$ cat src/rtl/core/pscf_pkg.sv
// Shared types, constants and codes for the priority second-chance FIFO.
`default_nettype none
package pscf_pkg;

  // Table geometry
  localparam int TRACKED_ENTRIES = 256;
  localparam int SCAN_LIMIT      = 8;
  localparam int IDX_W           = $clog2(TRACKED_ENTRIES);
  localparam int CNT_W           = IDX_W + 1;

  // Field widths
  localparam int CMD_W    = 2;
  localparam int CHUNK_W  = 16;
  localparam int OWNER_W  = 32;
  localparam int CHANCE_W = 8;
  localparam int STATUS_W = 2;
  localparam int CFG_IDX_W  = 3;
  localparam int CFG_DATA_W = 32;

  // Command codes
  localparam logic [CMD_W-1:0] CMD_ACTIVATE = 2'd0;
  localparam logic [CMD_W-1:0] CMD_ACCESS   = 2'd1;
  localparam logic [CMD_W-1:0] CMD_EVICT    = 2'd2;

  // Result status codes
  localparam logic [STATUS_W-1:0] ST_DONE     = 2'd0;
  localparam logic [STATUS_W-1:0] ST_IGNORED  = 2'd1;
  localparam logic [STATUS_W-1:0] ST_FULL     = 2'd2;
  localparam logic [STATUS_W-1:0] ST_NOVICTIM = 2'd3;

  // Configuration register indexes
  localparam logic [CFG_IDX_W-1:0] CFG_HIGH_OWNER   = 3'd0;
  localparam logic [CFG_IDX_W-1:0] CFG_LOW_OWNER    = 3'd1;
  localparam logic [CFG_IDX_W-1:0] CFG_HIGH_CHANCES = 3'd2;
  localparam logic [CFG_IDX_W-1:0] CFG_LOW_CHANCES  = 3'd3;
  localparam logic [CFG_IDX_W-1:0] CFG_DEF_CHANCES  = 3'd4;

  // Memory write operations
  localparam logic [2:0] WR_NONE  = 3'd0;
  localparam logic [2:0] WR_NEW   = 3'd1;
  localparam logic [2:0] WR_DEC   = 3'd2;
  localparam logic [2:0] WR_SHIFT = 3'd3;
  localparam logic [2:0] WR_TAIL  = 3'd4;

  // One FIFO position
  typedef struct packed {
    logic [CHUNK_W-1:0]  chunk;
    logic [CHANCE_W-1:0] chance;
    logic [CHANCE_W-1:0] init_val;
  } pscf_entry_t;

  // Controller to datapath
  typedef struct packed {
    logic       load_item;
    logic       idx_clr;
    logic       idx_inc;
    logic       rd_cur;
    logic       rd_next;
    logic [2:0] wr_op;
    logic       cnt_inc;
    logic       cnt_dec;
    logic       save_hit;
  } pscf_cmd_t;

  // Datapath to controller
  typedef struct packed {
    logic [CMD_W-1:0]   cmd;
    logic               owner_zero;
    logic               hit;
    logic               zero;
    logic               warned;
    logic               in_range;
    logic               scan_ok;
    logic               shift_more;
    logic               full;
    logic [CHUNK_W-1:0] saved_chunk;
  } pscf_stat_t;

endpackage
`default_nettype wire

$ cat src/rtl/core/pscf_ctrl.sv
// Controller: sequences lookup, append, move-to-tail and eviction scans.
`default_nettype none
module pscf_ctrl (
  input  wire logic                 clk,
  input  wire logic                 rst_n,
  input  wire logic                 in_valid,
  output logic                      in_ready,
  output logic                      out_valid,
  input  wire logic                 out_ready,
  output logic [pscf_pkg::STATUS_W-1:0] out_status,
  output logic                      out_moved,
  output logic                      out_vvalid,
  output logic [pscf_pkg::CHUNK_W-1:0]  out_victim,
  input  wire pscf_pkg::pscf_stat_t stat,
  output pscf_pkg::pscf_cmd_t       ctl
);
  import pscf_pkg::*;

  localparam logic [3:0] S_IDLE  = 4'd0;
  localparam logic [3:0] S_DISP  = 4'd1;
  localparam logic [3:0] S_F_RD  = 4'd2;
  localparam logic [3:0] S_F_EV  = 4'd3;
  localparam logic [3:0] S_SH_RD = 4'd4;
  localparam logic [3:0] S_SH_WR = 4'd5;
  localparam logic [3:0] S_E_RD  = 4'd6;
  localparam logic [3:0] S_E_EV  = 4'd7;
  localparam logic [3:0] S_FIN   = 4'd8;

  logic [3:0]          state_r, state_nxt;
  logic [STATUS_W-1:0] res_st_r, res_st_nxt;
  logic                res_mv_r, res_mv_nxt, res_vv_r, res_vv_nxt;
  logic                ov_r, ov_nxt;
  logic [STATUS_W-1:0] ost_r, ost_nxt;
  logic                omv_r, omv_nxt, ovv_r, ovv_nxt;
  logic [CHUNK_W-1:0]  ovc_r, ovc_nxt;
  logic                out_free;

  assign out_free = !ov_r || out_ready;
  assign in_ready = (state_r == S_IDLE);

  // Next state and datapath commands
  always_comb begin
    state_nxt  = state_r;
    res_st_nxt = res_st_r;
    res_mv_nxt = res_mv_r;
    res_vv_nxt = res_vv_r;
    ctl        = '0;
    ctl.wr_op  = WR_NONE;
    unique case (state_r)
      S_IDLE: begin
        if (in_valid) begin
          ctl.load_item = 1'b1;
          ctl.idx_clr   = 1'b1;
          res_st_nxt    = ST_IGNORED;
          res_mv_nxt    = 1'b0;
          res_vv_nxt    = 1'b0;
          state_nxt     = S_DISP;
        end
      end
      S_DISP: begin
        unique case (stat.cmd)
          CMD_ACTIVATE: state_nxt = stat.owner_zero ? S_FIN : S_F_RD;
          CMD_ACCESS:   state_nxt = S_F_RD;
          CMD_EVICT:    state_nxt = S_E_RD;
          default:      state_nxt = S_FIN;
        endcase
      end
      // Walk the list looking for the chunk
      S_F_RD: begin
        if (stat.in_range) begin
          ctl.rd_cur = 1'b1;
          state_nxt  = S_F_EV;
        end else begin
          state_nxt = S_FIN;
          if (stat.cmd == CMD_ACTIVATE) begin
            if (stat.full) begin
              res_st_nxt = ST_FULL;
            end else begin
              ctl.wr_op   = WR_NEW;
              ctl.cnt_inc = 1'b1;
              res_st_nxt  = ST_DONE;
            end
          end
        end
      end
      S_F_EV: begin
        if (stat.hit) begin
          state_nxt = S_FIN;
          if (stat.cmd == CMD_ACCESS) begin
            res_st_nxt = ST_DONE;
            if (stat.warned) begin
              ctl.save_hit = 1'b1;
              res_mv_nxt   = 1'b1;
              state_nxt    = S_SH_RD;
            end
          end
        end else begin
          ctl.idx_inc = 1'b1;
          state_nxt   = S_F_RD;
        end
      end
      // Close the gap left by the removed entry
      S_SH_RD: begin
        if (stat.shift_more) begin
          ctl.rd_next = 1'b1;
          state_nxt   = S_SH_WR;
        end else begin
          if (stat.cmd == CMD_ACCESS) ctl.wr_op = WR_TAIL;
          else ctl.cnt_dec = 1'b1;
          state_nxt = S_FIN;
        end
      end
      S_SH_WR: begin
        ctl.wr_op   = WR_SHIFT;
        ctl.idx_inc = 1'b1;
        state_nxt   = S_SH_RD;
      end
      // Eviction scan from the head
      S_E_RD: begin
        if (stat.scan_ok) begin
          ctl.rd_cur = 1'b1;
          state_nxt  = S_E_EV;
        end else begin
          res_st_nxt = ST_NOVICTIM;
          state_nxt  = S_FIN;
        end
      end
      S_E_EV: begin
        if (stat.zero) begin
          ctl.save_hit = 1'b1;
          res_st_nxt   = ST_DONE;
          res_vv_nxt   = 1'b1;
          state_nxt    = S_SH_RD;
        end else begin
          ctl.wr_op   = WR_DEC;
          ctl.idx_inc = 1'b1;
          state_nxt   = S_E_RD;
        end
      end
      S_FIN: begin
        if (out_free) state_nxt = S_IDLE;
      end
      default: state_nxt = S_IDLE;
    endcase
  end

  // Output register: load at finish, drop on take
  always_comb begin
    ov_nxt  = ov_r;
    ost_nxt = ost_r;
    omv_nxt = omv_r;
    ovv_nxt = ovv_r;
    ovc_nxt = ovc_r;
    if (ov_r && out_ready) ov_nxt = 1'b0;
    if (state_r == S_FIN && out_free) begin
      ov_nxt  = 1'b1;
      ost_nxt = res_st_r;
      omv_nxt = res_mv_r;
      ovv_nxt = res_vv_r;
      ovc_nxt = res_vv_r ? stat.saved_chunk : '0;
    end
  end

  always_ff @(posedge clk) begin
    if (!rst_n) begin
      state_r <= S_IDLE;
      ov_r    <= 1'b0;
    end else begin
      state_r <= state_nxt;
      ov_r    <= ov_nxt;
    end
  end

  always_ff @(posedge clk) begin
    res_st_r <= res_st_nxt;
    res_mv_r <= res_mv_nxt;
    res_vv_r <= res_vv_nxt;
    ost_r    <= ost_nxt;
    omv_r    <= omv_nxt;
    ovv_r    <= ovv_nxt;
    ovc_r    <= ovc_nxt;
  end

  assign out_valid  = ov_r;
  assign out_status = ost_r;
  assign out_moved  = omv_r;
  assign out_vvalid = ovv_r;
  assign out_victim = ovc_r;

endmodule
`default_nettype wire

$ cat config.mk
export PLATFORM = sky130hd
export DESIGN_NAME = pscf_ctrl
export DESIGN_NICKNAME = d
export VERILOG_FILES = /design/src/rtl/core/pscf_pkg.sv /design/src/rtl/core/pscf_ctrl.sv
export SDC_FILE = /design/constraint.sdc
export NUM_CORES = 1
export LEC_CHECK = 0
export BUFFER_PORTS_ARGS = -buffer_cell sky130_fd_sc_hd__buf_2
export CAP_MARGIN = 20
export CORE_MARGIN = 5
export CORE_UTILIZATION = 40
export DETAILED_ROUTE_END_ITERATION = 8
export GPL_ROUTABILITY_DRIVEN = 1
export PLACE_DENSITY = 0.74
export SLEW_MARGIN = 20
export SYNTH_ARGS = -nofsm -noshare
export SYNTH_HDL_FRONTEND = slang
export SYNTH_SLANG_ARGS = --single-unit
$ cat constraint.sdc
create_clock -name clk -period 2 [get_ports clk]
set_input_delay 0.3 -clock clk [delete_from_list [all_inputs] [get_ports clk]]
set_output_delay 0.3 -clock clk [all_outputs]
set_load 0.02 [all_outputs]
; ---- Yosys cells after proc, flatten, opt, wreduce, memory -nomap -nowiden
; Cells that the tools add are included.
[op_classes]
n_reduce_logical = 14
muxes = 56
eq_ne = 19
[ops]
columns = op, n
row1 = $mux 4, 9
row2 = $pmux 4 s9, 1
row3 = $mux 2, 15
row4 = $mux 1, 21
row5 = $ne 2x2->1 const B, 9
row6 = $eq 4x3->1 const B, 4
row7 = $pmux 3 s4, 1
row8 = $pmux 4 s3, 1
row9 = $pmux 2 s5, 1
row10 = $eq 4x2->1 const B, 2
row11 = $pmux 1 s2, 4
row12 = $reduce_and 8->1, 1
row13 = $mux 3, 2
row14 = $reduce_bool 2->1, 3
row15 = $reduce_and 5->1, 1
row16 = $reduce_bool 5->1, 1
row17 = $eq 4x1->1 const B, 1
row18 = $eq 4x4->1 const B, 1
row19 = $logic_not 4->1, 1
row20 = $pmux 1 s3, 1
row21 = $reduce_and 3->1, 1
row22 = $eq 2x1->1 const B, 1
row23 = $eq 2x2->1 const B, 1
row24 = $logic_and 1x1->1, 2
row25 = other kinds (4), 4
[totals]
word_cells = 98
regBits = 29

; ---- Longest topological paths before layout
; Gate-level depths: netlist (run 1).
[depth]
ltp_word = 4
mapped_depth = 6
mapped_depth_nobuf = 5

; ---- Worst setup path after synthesis (run 1)
; Ideal clock, no wire load.
[synth_path]
kind = register to output
from = register state_r[2]
to = output port ctl[10] in the netlist's numbering
arrival_time_ns = 2.008
stages_incl_launch_ff = 7
setup_slack_ns = -0.308
path_cell_list = dfxtp_1 buf_2 clkbuf_1 nor4_1 nand2_1 inv_1 buf_4
[synth_lines]
columns = element, line
row1 = from (decl), pscf_ctrl.sv:29  ; logic [3:0] state_r, state_nxt;
row2 = from (signal assigned), pscf_ctrl.sv:169  ; state_r <= state_nxt;
row3 = to (decl), pscf_ctrl.sv:15  ; output pscf_pkg::pscf_cmd_t ctl

==> impl_metrics.py, run 1 <==
metrics = {
    "synth": {
        "synth_edf_count": 24,
        "synth_seq_area_share": 0.563,
        "ys_types": 38,
        "yosysMostFrequentCell": "edfxtp_1",
        "synthTopCellsByArea": "edfxtp_1 49%, and2_1 6.9%, dfxtp_1 6.9%, ha_1 3.4%, nand2b_1 2.1%",
        "yosys_warnings": 0,
        "synth.top_cells.by_count": "24 x edfxtp_1, 16 x and2_1, 8 x inv_1, 8 x nand2_1",
        "syn_inst": 128,
        "synth_top_area_cell": "edfxtp_1",
        "synth_fp_nets": 162,
        "synth-main-ff-cell": "edfxtp_1",
        "yosysTopAreaCellShare": 0.494,
        "avgSynthCellArea_sq_um": 11.4,
        "synth.cell_area_sq_mm": 0.00146,
        "synth_seq_cells": 29,
        "async_flop_share": 0,
    },
    "final_layout": {
        "drive_above_1_share": 0.471,
        "nNetsFinal": 237,
        "n_fill_cell": 323,
        "final_util": 0.554,
        "multi_input_area_sq_um": 573,
        "area_growth_pct": 37.2,
        "regArea_sq_um": 825,
        "fin_cells": 252,
        "antennaDiodeCount": 0,
    },
    "detailed_routing": {
        "firstDrtPassIters": 4,
        "wire_per_inst_microns": 13.4,
        "drt_wl_total_microns": 3370,
        "ant_nets": 0,
        "drc": 0,
        "drt_iter0_markers": 93,
        "vias_per_cell": 4.88,
        "dr_total_vias": 1229,
    },
    "timing": {
        "fin_skew_ps": 4.34,
        "setup_tns_ps": -17.7,
        "drv_slew": 0,
        "rsz0062_at_grt": "true",
        "min_period_ps": 2020,
        "setup_violations": 1,
        "worst_pin_slew_ps": 423,
        "slew_headroom": 0.711,
        "hold_ws_ps": 261,
        "final_hold_viol_count": 0,
        "finalCritPeriodShare": 1.01,
        "max_freq_mhz": 496,
        "worst_slack_ps": -17.7,
    },
    "floorplanning": {
        "core_sq_mm": 0.00361,
        "ios": 63,
        "placementRows": 22,
        "start_util": 0.404,
        "design.die.area_sq_mm": 0.00495,
        "die_w_microns": 70.4,
        "die_h_microns": 70.4,
    },
    "clocking": {
        "clk_pin_slew_worst_paths_ps": 60,
        "tritoncts": "yes",
        "clkSinkCount": 29,
        "htree_levels": 2,
        "cts-buffers-inserted": 5,
        "clk_latency_ps": 270,
        "ctsRootBufferMaster": "clkbuf_8",
        "cts.path.max_buffers": 2,
    },
    "global_route": {
        "grt_max_degree": 21,
        "track_usage": 0.138,
        "grt_pass1_vias": 1178,
        "overflow": 0,
        "antenna_found_initial": 0,
        "grt_pass1_wl_microns": 5400,
    },
    "placement": {
        "place_hpwl_microns": 2550,
        "portBuffers": 62,
        "place_congestion": 0.884,
        "dp_cells": 241,
        "pre_cts_ws_ps": -78.4,
    },
    "critical_path": {
        "r2r-start": "state_r[2]",
        "critical_path.max_fanout": 2,
        "start_kind": "register",
        "cp_data_arrival_time_ps": 1720,
        "crit_required_ps": 1700,
        "critPathSlowestCell": "or4b_4",
        "startpoint": "state_r[0]",
        "cp-end-kind": "output port",
        "r2r_setup_slack_ps": 140,
        "rr_worst_depth": 6,
        "critPathKind": "register to output port",
        "slowest_delay_ps": 530,
        "regToRegEndpoint": "res_st_r[0]",
        "path_cells": "or4b_4 -> or3_1 -> a21oi_2 -> buf_6",
    },
    "worst_hold_path": {
        "holdPathEnd": "state_r[1]",
        "hold_class": "primary input to register",
        "min_delay_path_depth": 2,
        "hp-start": "rst_n",
    },
    "power": {
        "p_leak_nw": 0.884,
        "power_density_mw_per_mm2": 774,
        "ir_drop_mv": 0.293,
    },
    "run_status": {
        "violations": "setup timing",
        "status": "finished, violations left",
    },
    "job": {
        "maxCapViolations": 0,
    },
}
-- cells in the final DEF, fill, tap and decap left out, types with 4 or more instances in the layout --
master,synthesis,routed
nand2b_1,5,5
edfxtp_1,24,24
nand2_1,8,8
nor2b_1,5,4
buf_2,3,61
clkbuf_8,0,5
buf_4,1,13
and2_1,16,16
inv_1,8,6
nor3_1,5,5
-- worst max-delay path by stage --
stage                   end  slack [ps]  cells past startpoint
floorplan           ctl[10]        -0.5                      6
global placement     ctl[3]         -40                      7
detailed placement   ctl[3]         -80                      7
CTS                  ctl[3]         -40                      4
global route         ctl[3]         -90                      4
finish               ctl[3]         -20                      4
-- flip-flops by register name (all words and copies together), names as in the netlist --
name,flops
res_vv_r,1
out_status,2
res_mv_r,1
state_r,4
out_valid,1
res_st_r,2
out_vvalid,1
out_victim,16
out_moved,1
-- through the flow --
step | cell area [sq um] | power, mW
after floorplan | 1470 | 0.974
after global placement | 1870 | 1.09
after detailed placement | 1870 | 1.10
after CTS | 1970 | 1.57
after global routing | 2000 | 1.63
final | 2000 | 1.55
-- power by group --
| group | internal [mW] | leakage (nW) | switching, mW | total (mW) |
|---|---|---|---|---|
| registers | 0.717 | 0.263 | 0.0286 | 0.746 |
| clock network | 0.239 | 0.0439 | 0.218 | 0.457 |
| logic | 0.146 | 0.577 | 0.198 | 0.344 |
| total | 1.10 | 0.884 | 0.444 | 1.55 |
-- final cells by class --
type	count	share of cell area
timing repair buffer	76	0.213
inverter	8	0.0150
clock buffer	5	0.0344
clock inverter	3	0.00876
multi-input combinational	83	0.287
sequential	29	0.412
tap	48	0.0300
-- metal layers --
layer  part of all wire  track usage  up-vias
met1               0.44        0.168      544
met5                  0            0        -
met2               0.45        0.217       71
met3               0.10       0.0576        4
met4             0.0080       0.0511        0
li1                   -            -      610
-- critical path: cells and delay by family, from the launching register on --
| family | cells | cell delay, ps |
|---|---|---|
| simple gates | 2 | 860 |
| flops | 1 | 310 |
| compound gates | 1 | 140 |
| buf+inv | 1 | 130 |
-- cell families after synthesis --
group	count (synthesis)	synth area share
adder cells (fa/ha/maj)	4	0.0343
AO/OA/AOI/OAI	15	0.0773
flip-flops	29	0.563
AND/OR/NAND/NOR	62	0.260
multiplexers	2	0.0137
buffers and inverters	16	0.0515
-- what timing repair did --
item,in CTS,in global routing
endpoints found under the setup margin,2,4
hold buffers,0,0
setup buffers,0,3
gates resized for setup,3,7
pin swaps,1,0
gates cloned,0,0
Power figures use the tool's default switching activity.
==> run 2: changes to the inputs <==
Settings changed: TNS_END_PERCENT set to 5.
==> run 2 against run 1 <==
Sequential share of layout area rose by 0.48 points. Count of clock-buffer cells in the layout did not move. Setup slack improved by 4.4 ps. Sequential power barely moved. Clock power barely moved. Combinational power fell by 2%. Power fell by 0.58%. Routed wire length fell by 2.2%. Largest power group unchanged. Non-clock buffer count fell by 3. Register-to-register slack barely moved. First-iteration DRC count fell by 3.2%. The flow still finishes with violations (setup timing).
==> impl_metrics.py, run 2 (synthesized netlist as in run 1, its figures left out) <==
metrics = {
    "run_status": {
        "status": "finished, violations left",
        "violations": "setup timing",
    },
    "final_layout": {
        "largest_register_ffs": 16,
        "final_cell_mix": "61 x buf_2, 24 x edfxtp_1, 16 x and2_1",
        "drive_above_1_share": 0.448,
        "area_growth_pct": 35.2,
        "nNetsFinal": 234,
        "fin_cells": 249,
        "antennaDiodeCount": 0,
        "final_area_sq_mm": 0.00197,
        "layout_commonest_cell": "buf_2",
        "final_util": 0.546,
        "n_fill_cell": 333,
    },
    "detailed_routing": {
        "drt_wl_total_microns": 3300,
        "dr_total_vias": 1226,
        "firstDrtPassIters": 4,
        "ant_nets": 0,
        "drt_iter0_markers": 90,
        "drc": 0,
        "wire_per_inst_microns": 13.2,
        "vias_per_cell": 4.92,
    },
    "clocking": {
        "post_cts_buffers": 0,
        "tritoncts": "yes",
        "cts.path.max_buffers": 2,
        "ctsHoldBuffers": 0,
        "clkSinkCount": 29,
        "clk_latency_ps": 270,
        "ctsRootBufferMaster": "clkbuf_8",
        "cts-buffers-inserted": 5,
        "htree_levels": 2,
        "clk_pin_slew_worst_paths_ps": 60,
    },
    "placement": {
        "place_congestion": 0.884,
        "portBuffers": 62,
        "place_area_sq_mm": 0.00187,
        "dp_cells": 241,
        "place_hpwl_microns": 2550,
    },
    "global_route": {
        "grtUsageMet3": 0.0576,
        "grt_use_met2": 0.217,
        "met1_usage": 0.168,
        "grt_pass1_wl_microns": 5400,
        "grt_max_degree": 21,
        "antenna_found_initial": 0,
        "grt-busiest-layer": "met2",
        "track_usage": 0.138,
        "overflow": 0,
        "grt_pass1_vias": 1178,
    },
    "timing": {
        "drv_slew": 0,
        "min_period_ps": 2010,
        "worst_slack_ps": -13.4,
        "hold_ws_ps": 262,
        "setup_violations": 2,
        "max_freq_mhz": 497,
        "fin_skew_ps": 3.98,
        "rsz0062_at_grt": "true",
        "final_hold_viol_count": 0,
        "slew_headroom": 0.705,
        "finalCritPeriodShare": 1.01,
        "worst_pin_slew_ps": 431,
    },
    "floorplanning": {
        "die_w_microns": 70.4,
        "ios": 63,
        "start_util": 0.404,
        "core_sq_mm": 0.00361,
        "design.die.area_sq_mm": 0.00495,
        "die_h_microns": 70.4,
        "placementRows": 22,
    },
    "critical_path": {
        "cp-end-kind": "output port",
        "start_kind": "register",
        "crit_required_ps": 1700,
        "critical_path.max_fanout": 2,
        "cp_data_arrival_time_ps": 1710,
        "critPathKind": "register to output port",
    },
    "power": {
        "power_density_mw_per_mm2": 780,
        "p_leak_nw": 0.869,
        "ir_drop_mv": 0.292,
    },
    "job": {
        "maxCapViolations": 0,
    },
    "worst_hold_path": {
        "hold_class": "primary input to register",
    },
}
run 2: changes by cell type in the layout (fill, tap and decap cells not counted):
cell | before | now
buf_4 | 13 | 11
dfxtp_1 | 2 | 4
dfxtp_2 | 3 | 1
and4bb_1 | 0 | 1
and4bb_2 | 1 | 0
buf_6 | 2 | 1
run 2: what timing repair did:
action                     CTS  global route
setup endpoints to repair    2             4
pin swaps                    1             0
gates cloned                 0             0
resized for setup            3             3
run 2: final timing paths:
kind,start,to,slack (ps),cells after the start
setup / recovery,state_r[0],ctl[3],-10,4
hold / removal,rst_n,state_r[1],260,2
setup reg to reg,state_r[2],res_st_r[0],140,5
hold reg to reg,res_mv_r,out_moved,420,0
run 2: metal layers:
layer | wire length (microns) | share of wire
met5 | 0 | 0
met4 | 45 | 0.014
met3 | 360 | 0.11
met2 | 1450 | 0.44
met1 | 1440 | 0.44
run 2: worst max-delay path: stages (launching register included):
cell and delay [ps]:
dfxtp_1 310, or4b_4 530, or3_1 330, a21oi_2 140
buf_6 130
run 2: report_power, final:
part	internal, mW	total, mW	switching (mW)
clock	0.239	0.454	0.215
sequential	0.717	0.745	0.0285
combinational	0.143	0.338	0.196
total	1.10	1.54	0.439
run 2: per-stage QoR:
step           setup slack [ps]  setup TNS [ps]  power, mW
2_1_floorplan            -0.532          -0.532      0.974
3_3_place_gp              -43.6           -43.6       1.09
3_5_place_dp              -78.4           -78.4       1.10
4_1_cts                   -43.4           -55.4       1.57
5_1_grt                   -87.4            -223       1.63
6_report                  -13.4           -19.9       1.54
run 2: layout make-up:
| cell class | count | area (sq um) | area share |
|---|---|---|---|
| clock buffers | 5 | 68.8 | 0.0349 |
| clock inverters | 3 | 17.5 | 0.00889 |
| inverters | 8 | 30.0 | 0.0152 |
| multi-input cells | 83 | 573 | 0.291 |
| flip-flops and latches | 29 | 822 | 0.417 |
| well taps | 48 | 60.1 | 0.0305 |
| repair buffers | 73 | 399 | 0.203 |
